==> src/design/gpm_pkg.sv <==
// ----------------------------------------------------------------------------
// gpm_pkg
// Shared types, codes and constants of the controller I/O port multiplexer.
// ----------------------------------------------------------------------------
package gpm_pkg;

  // Operation codes carried in the op field of an input item.
  localparam logic [2:0] OP_DATA_RD = 3'd0;
  localparam logic [2:0] OP_DATA_WR = 3'd1;
  localparam logic [2:0] OP_CTRL_RD = 3'd2;
  localparam logic [2:0] OP_CTRL_WR = 3'd3;
  localparam logic [2:0] OP_FRAME   = 3'd4;

  // Attached device codes.
  localparam logic [1:0] KIND_NONE = 2'd0;
  localparam logic [1:0] KIND_PAD3 = 2'd1;
  localparam logic [1:0] KIND_PAD6 = 2'd2;

  // Bit positions within the buttons field.
  localparam int unsigned BTN_UP    = 0;
  localparam int unsigned BTN_DOWN  = 1;
  localparam int unsigned BTN_LEFT  = 2;
  localparam int unsigned BTN_RIGHT = 3;
  localparam int unsigned BTN_A     = 4;
  localparam int unsigned BTN_B     = 5;
  localparam int unsigned BTN_C     = 6;
  localparam int unsigned BTN_START = 7;
  localparam int unsigned BTN_X     = 8;
  localparam int unsigned BTN_Y     = 9;
  localparam int unsigned BTN_Z     = 10;

  // Pad encoding constants.
  localparam logic [7:0] PAD_IDLE      = 8'hFF;
  localparam logic [7:0] PAD_BASE_LOW  = 8'h4C;
  localparam logic [7:0] PAD_BASE_ID   = 8'h4F;
  localparam logic [7:0] PAD_BASE_EXT  = 8'h40;
  localparam logic [7:0] DRIVE_ALWAYS  = 8'h80;
  localparam logic [7:0] INPUT_MASK    = 8'h7F;
  localparam int unsigned TH_BIT       = 6;

  // Six-button phases with a special encoding (stepped phase value).
  localparam logic [3:0] PHASE_ID  = 4'd6;
  localparam logic [3:0] PHASE_EXT = 4'd7;
  localparam logic [3:0] PHASE_END = 4'd8;

  // Configuration register index.
  localparam logic REG_DEVICE_KIND = 1'b0;

  // One port operation handed from the input stage to the port registers.
  typedef struct packed {
    logic        fire;
    logic [2:0]  op;
    logic [7:0]  write_value;
    logic [10:0] buttons;
  } port_cmd_t;

  // A write of the device kind register.
  typedef struct packed {
    logic       wr;
    logic [1:0] kind;
  } cfg_wr_t;

endpackage

==> src/design/gamepad_io_port_mux.sv <==
// ----------------------------------------------------------------------------
// gamepad_io_port_mux
// One controller I/O port with a control register, an output latch and an
// attached pad (none, three-button or six-button), driven by a stream of
// port operations.
// ----------------------------------------------------------------------------
// Each input item is one port operation. It is taken into an input register,
// executed against the port state once it is free to advance and, for a data read
// or a control read, its byte is placed in the result register. One item is
// accepted every cycle; the only thing that holds the input side back is a
// read whose result cannot be stored because the previous result is still
// waiting to be taken. Writes, control writes and frame ends produce no
// result. The device kind is set through the configuration port, and writing
// it also clears the select line and the six-button read phase.
module gamepad_io_port_mux (
  input  logic        clk,
  input  logic        rst,
  // Input item stream.
  input  logic        s_tvalid,
  output logic        s_tready,
  // s_tdata fields from bit 0: op[2:0], write_value[10:3], buttons[21:11],
  // zero fill [23:22].
  input  logic [23:0] s_tdata,
  // Result stream.
  output logic        m_tvalid,
  input  logic        m_tready,
  // m_tdata fields from bit 0: read_value[7:0].
  output logic [7:0]  m_tdata,
  // Configuration port.
  input  logic        psel,
  input  logic        penable,
  input  logic        pwrite,
  input  logic [2:0]  paddr,
  input  logic [31:0] pwdata,
  output logic [31:0] prdata,
  output logic        pready
);

  // Input register.
  logic        in_valid;
  logic [2:0]  in_op;
  logic [7:0]  in_write_value;
  logic [10:0] in_buttons;

  logic        in_produces;
  logic        advance;
  logic [1:0]  device_kind;
  logic [7:0]  read_value;

  gpm_pkg::port_cmd_t cmd;
  gpm_pkg::cfg_wr_t   cfg;

  // Only data and control reads return a byte.
  assign in_produces = (in_op == gpm_pkg::OP_DATA_RD) || (in_op == gpm_pkg::OP_CTRL_RD);

  // The held item executes unless it needs the result register and that
  // register is still full and stalled.
  assign advance  = in_valid && (!in_produces || !m_tvalid || m_tready);
  assign s_tready = !in_valid || advance;

  always_ff @(posedge clk) begin
    if (rst) begin
      in_valid <= 1'b0;
    end else begin
      if (s_tready) begin
        in_valid <= s_tvalid;
      end
    end
    if (s_tready && s_tvalid) begin
      in_op          <= s_tdata[2:0];
      in_write_value <= s_tdata[10:3];
      in_buttons     <= s_tdata[21:11];
    end
  end

  always_comb begin
    cmd.fire        = advance;
    cmd.op          = in_op;
    cmd.write_value = in_write_value;
    cmd.buttons     = in_buttons;
  end

  // Configuration write decode: only the device kind register exists.
  assign pready = 1'b1;

  always_comb begin
    cfg.wr   = psel && penable && pwrite && (paddr[2] == gpm_pkg::REG_DEVICE_KIND);
    cfg.kind = pwdata[1:0];
  end

  assign prdata = (paddr[2] == gpm_pkg::REG_DEVICE_KIND) ? {30'd0, device_kind} : 32'd0;

  gpm_port_regs u_regs (
    .clk         (clk),
    .rst         (rst),
    .cmd         (cmd),
    .cfg         (cfg),
    .device_kind (device_kind),
    .read_value  (read_value)
  );

  // Result register.
  always_ff @(posedge clk) begin
    if (rst) begin
      m_tvalid <= 1'b0;
    end else if (advance && in_produces) begin
      m_tvalid <= 1'b1;
    end else if (m_tready) begin
      m_tvalid <= 1'b0;
    end
    if (advance && in_produces) begin
      m_tdata <= read_value;
    end
  end

`ifndef SYNTH
  // An empty input register never refuses an item.
  a_empty_ready: assert property (@(posedge clk) disable iff (rst)
    !in_valid |-> s_tready)
    else $error("input stage empty but not ready");

  // A read stalled behind an untaken result keeps the input side closed.
  a_stall_block: assert property (@(posedge clk) disable iff (rst)
    (in_valid && in_produces && m_tvalid && !m_tready) |-> !s_tready)
    else $error("read executed while result register was full");

  // An item without a result never leaves a result behind.
  a_no_phantom: assert property (@(posedge clk) disable iff (rst)
    (advance && !in_produces && (!m_tvalid || m_tready)) |=> !m_tvalid)
    else $error("result produced by an operation that returns nothing");
`endif

endmodule

==> src/design/gpm_pad_encode.sv <==
// ----------------------------------------------------------------------------
// gpm_pad_encode
// Active-low pad byte seen by the port for the attached device.
// ----------------------------------------------------------------------------
module gpm_pad_encode (
  input  logic [1:0]  device_kind,
  input  logic        select_line,
  input  logic [3:0]  phase,
  input  logic [10:0] buttons,
  output logic [7:0]  pad_value
);

  logic       six;
  logic       pad3;
  logic [7:0] code;

  always_comb begin
    six  = (device_kind == gpm_pkg::KIND_PAD6);
    pad3 = (device_kind == gpm_pkg::KIND_PAD3);
    code = 8'h00;
    if (select_line) begin
      code[5] = buttons[gpm_pkg::BTN_C];
      code[4] = buttons[gpm_pkg::BTN_B];
      if (six && (phase == gpm_pkg::PHASE_EXT)) begin
        code[2] = buttons[gpm_pkg::BTN_X];
        code[1] = buttons[gpm_pkg::BTN_Y];
        code[0] = buttons[gpm_pkg::BTN_Z];
      end else begin
        code[3] = buttons[gpm_pkg::BTN_RIGHT];
        code[2] = buttons[gpm_pkg::BTN_LEFT];
        code[1] = buttons[gpm_pkg::BTN_DOWN];
        code[0] = buttons[gpm_pkg::BTN_UP];
      end
    end else begin
      code[5] = buttons[gpm_pkg::BTN_START];
      code[4] = buttons[gpm_pkg::BTN_A];
      if (six && (phase == gpm_pkg::PHASE_END)) begin
        code = code | gpm_pkg::PAD_BASE_EXT;
      end else if (six && (phase == gpm_pkg::PHASE_ID)) begin
        code = code | gpm_pkg::PAD_BASE_ID;
      end else begin
        code    = code | gpm_pkg::PAD_BASE_LOW;
        code[1] = buttons[gpm_pkg::BTN_DOWN];
        code[0] = buttons[gpm_pkg::BTN_UP];
      end
    end
    pad_value = (six || pad3) ? ~code : gpm_pkg::PAD_IDLE;
  end

endmodule

==> src/design/gpm_port_regs.sv <==
// ----------------------------------------------------------------------------
// gpm_port_regs
// Port state (control, latch, select line, read phase, device kind) and the
// execution of one port operation per cycle while no configuration write is made.
// ----------------------------------------------------------------------------
module gpm_port_regs (
  input  logic                clk,
  input  logic                rst,
  input  gpm_pkg::port_cmd_t  cmd,
  input  gpm_pkg::cfg_wr_t    cfg,
  output logic [1:0]          device_kind,
  output logic [7:0]          read_value
);

  logic [7:0] direction_control;
  logic [7:0] output_latch;
  logic       select_line;
  logic [2:0] read_phase;
  logic [3:0] phase_step;
  logic [7:0] pad_value;
  logic       pad_present;

  // Six-button reads look at the phase after stepping.
  assign phase_step  = {1'b0, read_phase} + 4'd1;
  assign pad_present = (device_kind == gpm_pkg::KIND_PAD3) ||
                       (device_kind == gpm_pkg::KIND_PAD6);

  gpm_pad_encode u_encode (
    .device_kind (device_kind),
    .select_line (select_line),
    .phase       (phase_step),
    .buttons     (cmd.buttons),
    .pad_value   (pad_value)
  );

  always_comb begin
    if (cmd.op == gpm_pkg::OP_CTRL_RD) begin
      read_value = direction_control;
    end else begin
      read_value = ((direction_control | gpm_pkg::DRIVE_ALWAYS) & output_latch) |
                   (~direction_control & gpm_pkg::INPUT_MASK & pad_value);
    end
  end

  always_ff @(posedge clk) begin
    if (rst) begin
      device_kind       <= gpm_pkg::KIND_NONE;
      direction_control <= 8'h00;
      output_latch      <= 8'h00;
      select_line       <= 1'b0;
      read_phase        <= 3'd0;
    end else if (cfg.wr) begin
      device_kind <= cfg.kind;
      select_line <= 1'b0;
      read_phase  <= 3'd0;
    end else if (cmd.fire) begin
      unique case (cmd.op)
        gpm_pkg::OP_DATA_RD: begin
          // The phase counter wraps from the eighth read back to zero.
          if (device_kind == gpm_pkg::KIND_PAD6) begin
            read_phase <= phase_step[2:0];
          end
        end
        gpm_pkg::OP_DATA_WR: begin
          output_latch <= cmd.write_value;
          if (pad_present) begin
            select_line <= cmd.write_value[gpm_pkg::TH_BIT] &
                           direction_control[gpm_pkg::TH_BIT];
          end
        end
        gpm_pkg::OP_CTRL_WR: begin
          direction_control <= cmd.write_value;
        end
        gpm_pkg::OP_FRAME: begin
          read_phase <= 3'd0;
        end
        default: begin
        end
      endcase
    end
  end

endmodule

==> config.mk <==
export PLATFORM = sky130hd
export DESIGN_NAME = gamepad_io_port_mux
export DESIGN_NICKNAME = d
export VERILOG_FILES = /design/src/design/gpm_pkg.sv /design/src/design/gamepad_io_port_mux.sv /design/src/design/gpm_pad_encode.sv /design/src/design/gpm_port_regs.sv
export SDC_FILE = /design/constraint.sdc
export NUM_CORES = 1
export LEC_CHECK = 0
export ABC_AREA = 1
export ABC_CLOCK_PERIOD_IN_PS = 1400
export BUFFER_PORTS_ARGS = -buffer_cell sky130_fd_sc_hd__buf_2
export CAP_MARGIN = 10
export CELL_PAD_IN_SITES_DETAIL_PLACEMENT = 1
export CELL_PAD_IN_SITES_GLOBAL_PLACEMENT = 2
export CORE_ASPECT_RATIO = 0.7
export CORE_MARGIN = 8
export CORE_UTILIZATION = 25
export CTS_BUF_LIST = sky130_fd_sc_hd__clkbuf_4
export DETAILED_ROUTE_END_ITERATION = 12
export PLACE_DENSITY_LB_ADDON = 0.12
export REMOVE_ABC_BUFFERS = 1
export SYNTH_ARGS = -nofsm -noshare
export SYNTH_HDL_FRONTEND = slang
export SYNTH_SLANG_ARGS = --single-unit
==> constraint.sdc <==
create_clock -name clk -period 1.4 [get_ports clk]
set_input_delay 0.07 -clock clk [delete_from_list [all_inputs] [get_ports clk]]
set_output_delay 0.07 -clock clk [all_outputs]
set_load 0.02 [all_outputs]
; After elaboration in Yosys (flattened, before gate mapping)
; Cells that the tools add are included.
[totals]
register_bits = 54
in_bits = 66
word_cells = 68
[op_classes]
addsub = 1
n_eq_ne = 10
n_mux = 13
bitwise_logic = 8
n_reduce_logical = 25
[op_table]
columns = operator, count
row1 = $mux W8, 2
row2 = $reduce_and A3 Y1, 4
row3 = $logic_and A1 B1 Y1, 9
row4 = $and A7 B8 Y8, 1
row5 = $and A8 B8 Y8, 1
row6 = $eq A4 B3 Y1 const B, 2
row7 = $not A8 Y8, 1
row8 = $or A8 B8 Y8, 1
row9 = $not A7 Y7, 1
row10 = $eq A3 B2 Y1 const B, 2
row11 = $mux W2, 3
row12 = $mux W3, 2
row13 = $mux W6, 1
row14 = $pmux W3 S2, 1
row15 = $logic_or A1 B1 Y1, 5
row16 = $add A3 B1 Y4 const B, 1
row17 = $eq A4 B4 Y1 const B, 1
row18 = $mux W4, 1
row19 = $reduce_bool A2 Y1, 2
row20 = $eq A3 B1 Y1 const B, 1
row21 = $eq A3 B3 Y1 const B, 1
row22 = $logic_not A1 Y1, 3
row23 = $logic_not A3 Y1, 1
row24 = $mux W1, 3
row25 = 6 further kinds, 7

; Logic depth before layout (Yosys ltp)
[depth]
ltp_word = 11
ltp_mapped = 11
ltp_nobuf = 11

; Cells and area by module
; Synthesis repeated with hierarchy kept, for this count alone.
[hier_totals]
cells_unflattened = 318
area_unflattened_um2 = 2710.1
[by_module_without_submodules]
columns = mod, instances, cells_each, area_per_inst_um2, seq_area_each_um2
row1 = gamepad_io_port_mux, 1, 84, 1278.7, 940.9
row2 = gpm_port_regs, 1, 181, 1196.1, 440.4
row3 = gpm_pad_encode, 1, 53, 235.2, 0.0

; Worst setup path before layout
; No wires, ideal clock.
[synth_path]
path_type = register -> register
start = register m_tvalid
end = register in_buttons[0] (enable)
t_arrival_ns = 1.393
required_ns = 1.053
setup_slack_ns = -0.339
stages_incl_launch_ff = 6
n_path_buf = 0
period_less_slack_ns = 1.739
path_cell_list = dfxtp_1 inv_1 nor2_1 nand3_1 nand2_1 inv_1
[synth_via]
elab_chain_len = 6
[synth_lines]
columns = item, line
row1 = "start, declared", gamepad_io_port_mux.sv:25  ; output logic m_tvalid,
row2 = "start signal, assigned", gamepad_io_port_mux.sv:105  ; m_tvalid <= 1'b0;
row3 = "start signal, assigned", gamepad_io_port_mux.sv:107  ; m_tvalid <= 1'b1;
row4 = "start signal, assigned", gamepad_io_port_mux.sv:109  ; m_tvalid <= 1'b0;
row5 = $logic_not A1 Y1, gamepad_io_port_mux.sv:58  ; assign advance = in_valid && (!in_produces || !m_tvalid || m_tready);
row6 = $logic_or A1 B1 Y1 (2 in a row), gamepad_io_port_mux.sv:58
row7 = $logic_and A1 B1 Y1, gamepad_io_port_mux.sv:58
row8 = $logic_or A1 B1 Y1, gamepad_io_port_mux.sv:59  ; assign s_tready = !in_valid || advance;
row9 = via s_tready, gamepad_io_port_mux.sv:20  ; output logic s_tready,
row10 = $logic_and A1 B1 Y1, gamepad_io_port_mux.sv:69  ; if (s_tready && s_tvalid) begin
row11 = "end signal, assigned", gamepad_io_port_mux.sv:72  ; in_buttons <= s_tdata[21:11];
row12 = "end, declared", gamepad_io_port_mux.sv:43  ; logic [10:0] in_buttons;
; The timed path passes the listed nets, and every way through them passes these cells.
; A chain may end at the register's enable or synchronous reset.

; Worst setup path after layout
[layout_path]
start = register in_op[2]
end = output s_tready
[layout_via]
elab_chain_len = 7
elab_cells_between_ends = 8
classes_between = eq/ne (1) / reduce/logical (7)
[layout_lines]
columns = item, line
row1 = "start, declared", gamepad_io_port_mux.sv:41  ; logic [2:0] in_op;
row2 = "start signal, assigned", gamepad_io_port_mux.sv:70  ; in_op <= s_tdata[2:0];
row3 = $eq A3 B2 Y1 / $logic_not A3 Y1 (equally long branches), gamepad_io_port_mux.sv:54  ; assign in_produces = (in_op == gpm_pkg::OP_DATA_RD) || (in_op == gpm_pkg::OP_CTRL_RD);
row4 = $logic_or A1 B1 Y1 *, gamepad_io_port_mux.sv:54
row5 = $logic_not A1 Y1 *, gamepad_io_port_mux.sv:58
row6 = $logic_or A1 B1 Y1 * (2 in a row), gamepad_io_port_mux.sv:58
row7 = $logic_and A1 B1 Y1 *, gamepad_io_port_mux.sv:58
row8 = $logic_or A1 B1 Y1 *, gamepad_io_port_mux.sv:59
row9 = "end, declared", gamepad_io_port_mux.sv:20
; Every way passes the cells marked *; elsewhere a longest branch is shown, timed or not.

==> metrics.cfg <==
[worst_setup_path]
rrSetupSlack_ns=-0.19
reg2reg_depth=9
crit_path_max_fanout=3
crit_cells=5
worstPathCellList=nor2_2 > buf_6 > nand3_1 > buf_6 > buf_6
slowest_stage=edfxtp_1
cpMostUsedCell=buf_6
critPathKind=flip-flop to output port
cp_top_family=flip-flops
max_stage_delay_ns=0.45
critPathRequiredTime_ns=1.33
start_kind=flip-flop
crit_buf_inv=3
endpoint_kind=output port
cp.arrival_ns=1.54

[clock_tree]
cts.clk_slew.worst_paths_ns=0.18
cts_max_path_buffers=2
cts_buffers=5
cts.sinks=54
cts_hold_buffers=25
clock-root-buffer=clkbuf_4
cts_tree=yes
cts_htree_levels=2
clk_latency_ns=0.40

[global_routing]
grt_pass1_wl_microns=11800
antenna_found_initial=0
grt_pass1_vias=2331
grt_use_total_pct=11.3
grt_max_degree=19
grt_overflow=0

[run_status]
status=finished, violations left
failed_checks=hold timing, setup timing

[timing]
maxSlewViolCount=0
fin_crit_sh_pct=115
worst_clock_skew_ns=0.0204
clock.fmax_mhz=622
hold_viol=1
rsz0062_at_grt=yes
holdWs_ns=-0.000706
post-route-min-period_ns=1.61
timing.final.setup_violations=56
setup_ws_ns=-0.207

[yosys]
yosysWarnings=0
synth.most_common_cell=nor2_1
synth_largest_area_cell=edfxtp_1
synth_common_cells=50 x nor2_1, 37 x nand2_1, 35 x o21ai_0, 31 x buf_4, 30 x edfxtp_1
synthArstFlopShare_pct=0
synth-seq-area-share_pct=54.7
synth_edf_count=30
synth_top_area_share_pct=35.7
ys.flop_type=edfxtp_1
ys_top_cells_by_area=edfxtp_1 36%, dfxtp_1 19%, buf_4 9.2%
ys_types=25
syn_avg_cell_area_sq_um=9.02
syn_inst=280
synth_area_sq_mm=0.00252
ys_ff_latch=54

[power]
switching_share_pct=26.8
p_switching_mw=0.849
intPower_mw=2.32
clkPwrFrac_pct=29.8
combPwrFrac_pct=14.5
max-vdd-ir-drop_mv=0.438
power.density_mw_per_mm2=828
p_leak_nw=1.67
power.total_mw=3.17
p_seq_share_pct=55.8

[route]
vias=2202
postRouteAntennaNets=0
drt_iter0_drc=76
viasPerCell=4.19
drc=0
wl_per_cell_microns=14.5
firstDrtPassIters=4
wirelength_microns=7620

[floorplan]
die-width_microns=136
start_util_pct=25.9
std_cell_rows=30
pin_count=109
die_area_sq_mm=0.0136
die_h_microns=100
core_sq_mm=0.00976

[layout]
antenna_cells=0
drive_gt1_share_pct=40.7
area_delta_synth_final_pct=51.5
nFillCells=1134
regArea_sq_mm=0.00139
multi_input_area_sq_mm=0.00116
final_nets=468

[place]
numPortBuffers=43
pre_cts_slack_ns=-0.270
globalplace.congestion=0.685
dpl.hpwl_microns=5680

[min_path]
min_delay_path_depth=4
holdCritPathClass=input pin to flip-flop

[run]
max_cap_viol_count=0

## worst min-delay path, delay by kind of cell
kind	cells	cell delay, ns
buffers and inverters	1	0.08
and+or+nand+nor	3	0.23
## per-stage QoR
step	hold slack (ns)	utilization, %	setup TNS, ns	instances	cell area (sq um)
after floorplan	0.139	-	-7.61	275	2390
after global placement	0.247	31.2	-5.35	478	3040
after detailed placement	0.249	31.2	-6.35	478	3040
after CTS	-0.0141	37.3	-4.00	522	3640
after global routing	-0.0210	39.2	-8.98	526	3830
final	-0.000706	39.2	-4.06	526	3830
## final timing paths
check	startpoint	to
worst max-delay path	in_op[2]	s_tready
worst max register to register	in_op[2]	u_regs.direction_control[1]
worst min register to register	u_regs.direction_control[6]	u_regs.direction_control[6]
worst min-delay path	m_tready	m_tvalid
## sequential cells by signal, summed over array words and instances (netlist names), 2 cells and up
| register | count |
|---|---|
| in_buttons | 11 |
| in_op | 3 |
| in_write_value | 8 |
| m_tdata | 8 |
| u_regs.device_kind | 2 |
| u_regs.direction_control | 8 |
| u_regs.output_latch | 8 |
| u_regs.read_phase | 3 |
## metal layers
layer  track usage [%]  routed length (microns)
met1              14.7                     3650
met2              18.1                     3370
met3              3.04                      527
met4              2.78                       68
met5                 0                        0
## final cells by class
cell class	instances	share of cell area, %
Tap cell	128	4.19
Timing Repair Buffer	115	23.8
Clock inverter	3	1.24
Clock buffer	5	0.981
Sequential cell	54	36.4
Inverter	29	3.17
Multi-Input combinational cell	192	30.2
## kinds of logic (layout without fill, tap and decap cells)
family                     after synthesis  after routing  synth area share [%]
and+or+nand+nor                        107            107                  18.0
buffers and inverters                   63            152                  14.0
DFF                                     54             54                  54.7
AOI/OAI and AO/OA                       49             49                  10.5
adders and majority gates                5              5                  2.48
other                                    2             31                 0.297
## power by group through the flow
stage          Clock [mW]  Combinational (mW)  Sequential, mW
4_1_cts             0.989               0.429            1.77
3_3_place_gp            0               0.334            1.80
3_5_place_dp            0               0.341            1.80
5_1_grt              1.05               0.506            1.77
6_report            0.943               0.459            1.77
2_1_floorplan           0               0.182            1.80
## cells in the final DEF (no fill, tap or decap), drive strengths merged
master,instances
nand3b,1
clkinv,1
dfxtp,24
ha,5
conb,31
nor2,52
inv,30
clkbuf,5
a21boi,1
nand4,3
dlygate4sd3,25
nand3,11
nand2,38
edfxtp,30
or2,1
buf,90
nor3,1
a211oi,2
o21ai,37
bufinv,1
a21oi,9
## what timing repair did
action	4_1_cts	5_1_grt
endpoints found under the setup margin	59	59
endpoints found under the hold margin	25	1
resized for setup	65	44
pin swaps	26	33
buffers inserted	11	5
(Power assumes the default switching activity.)
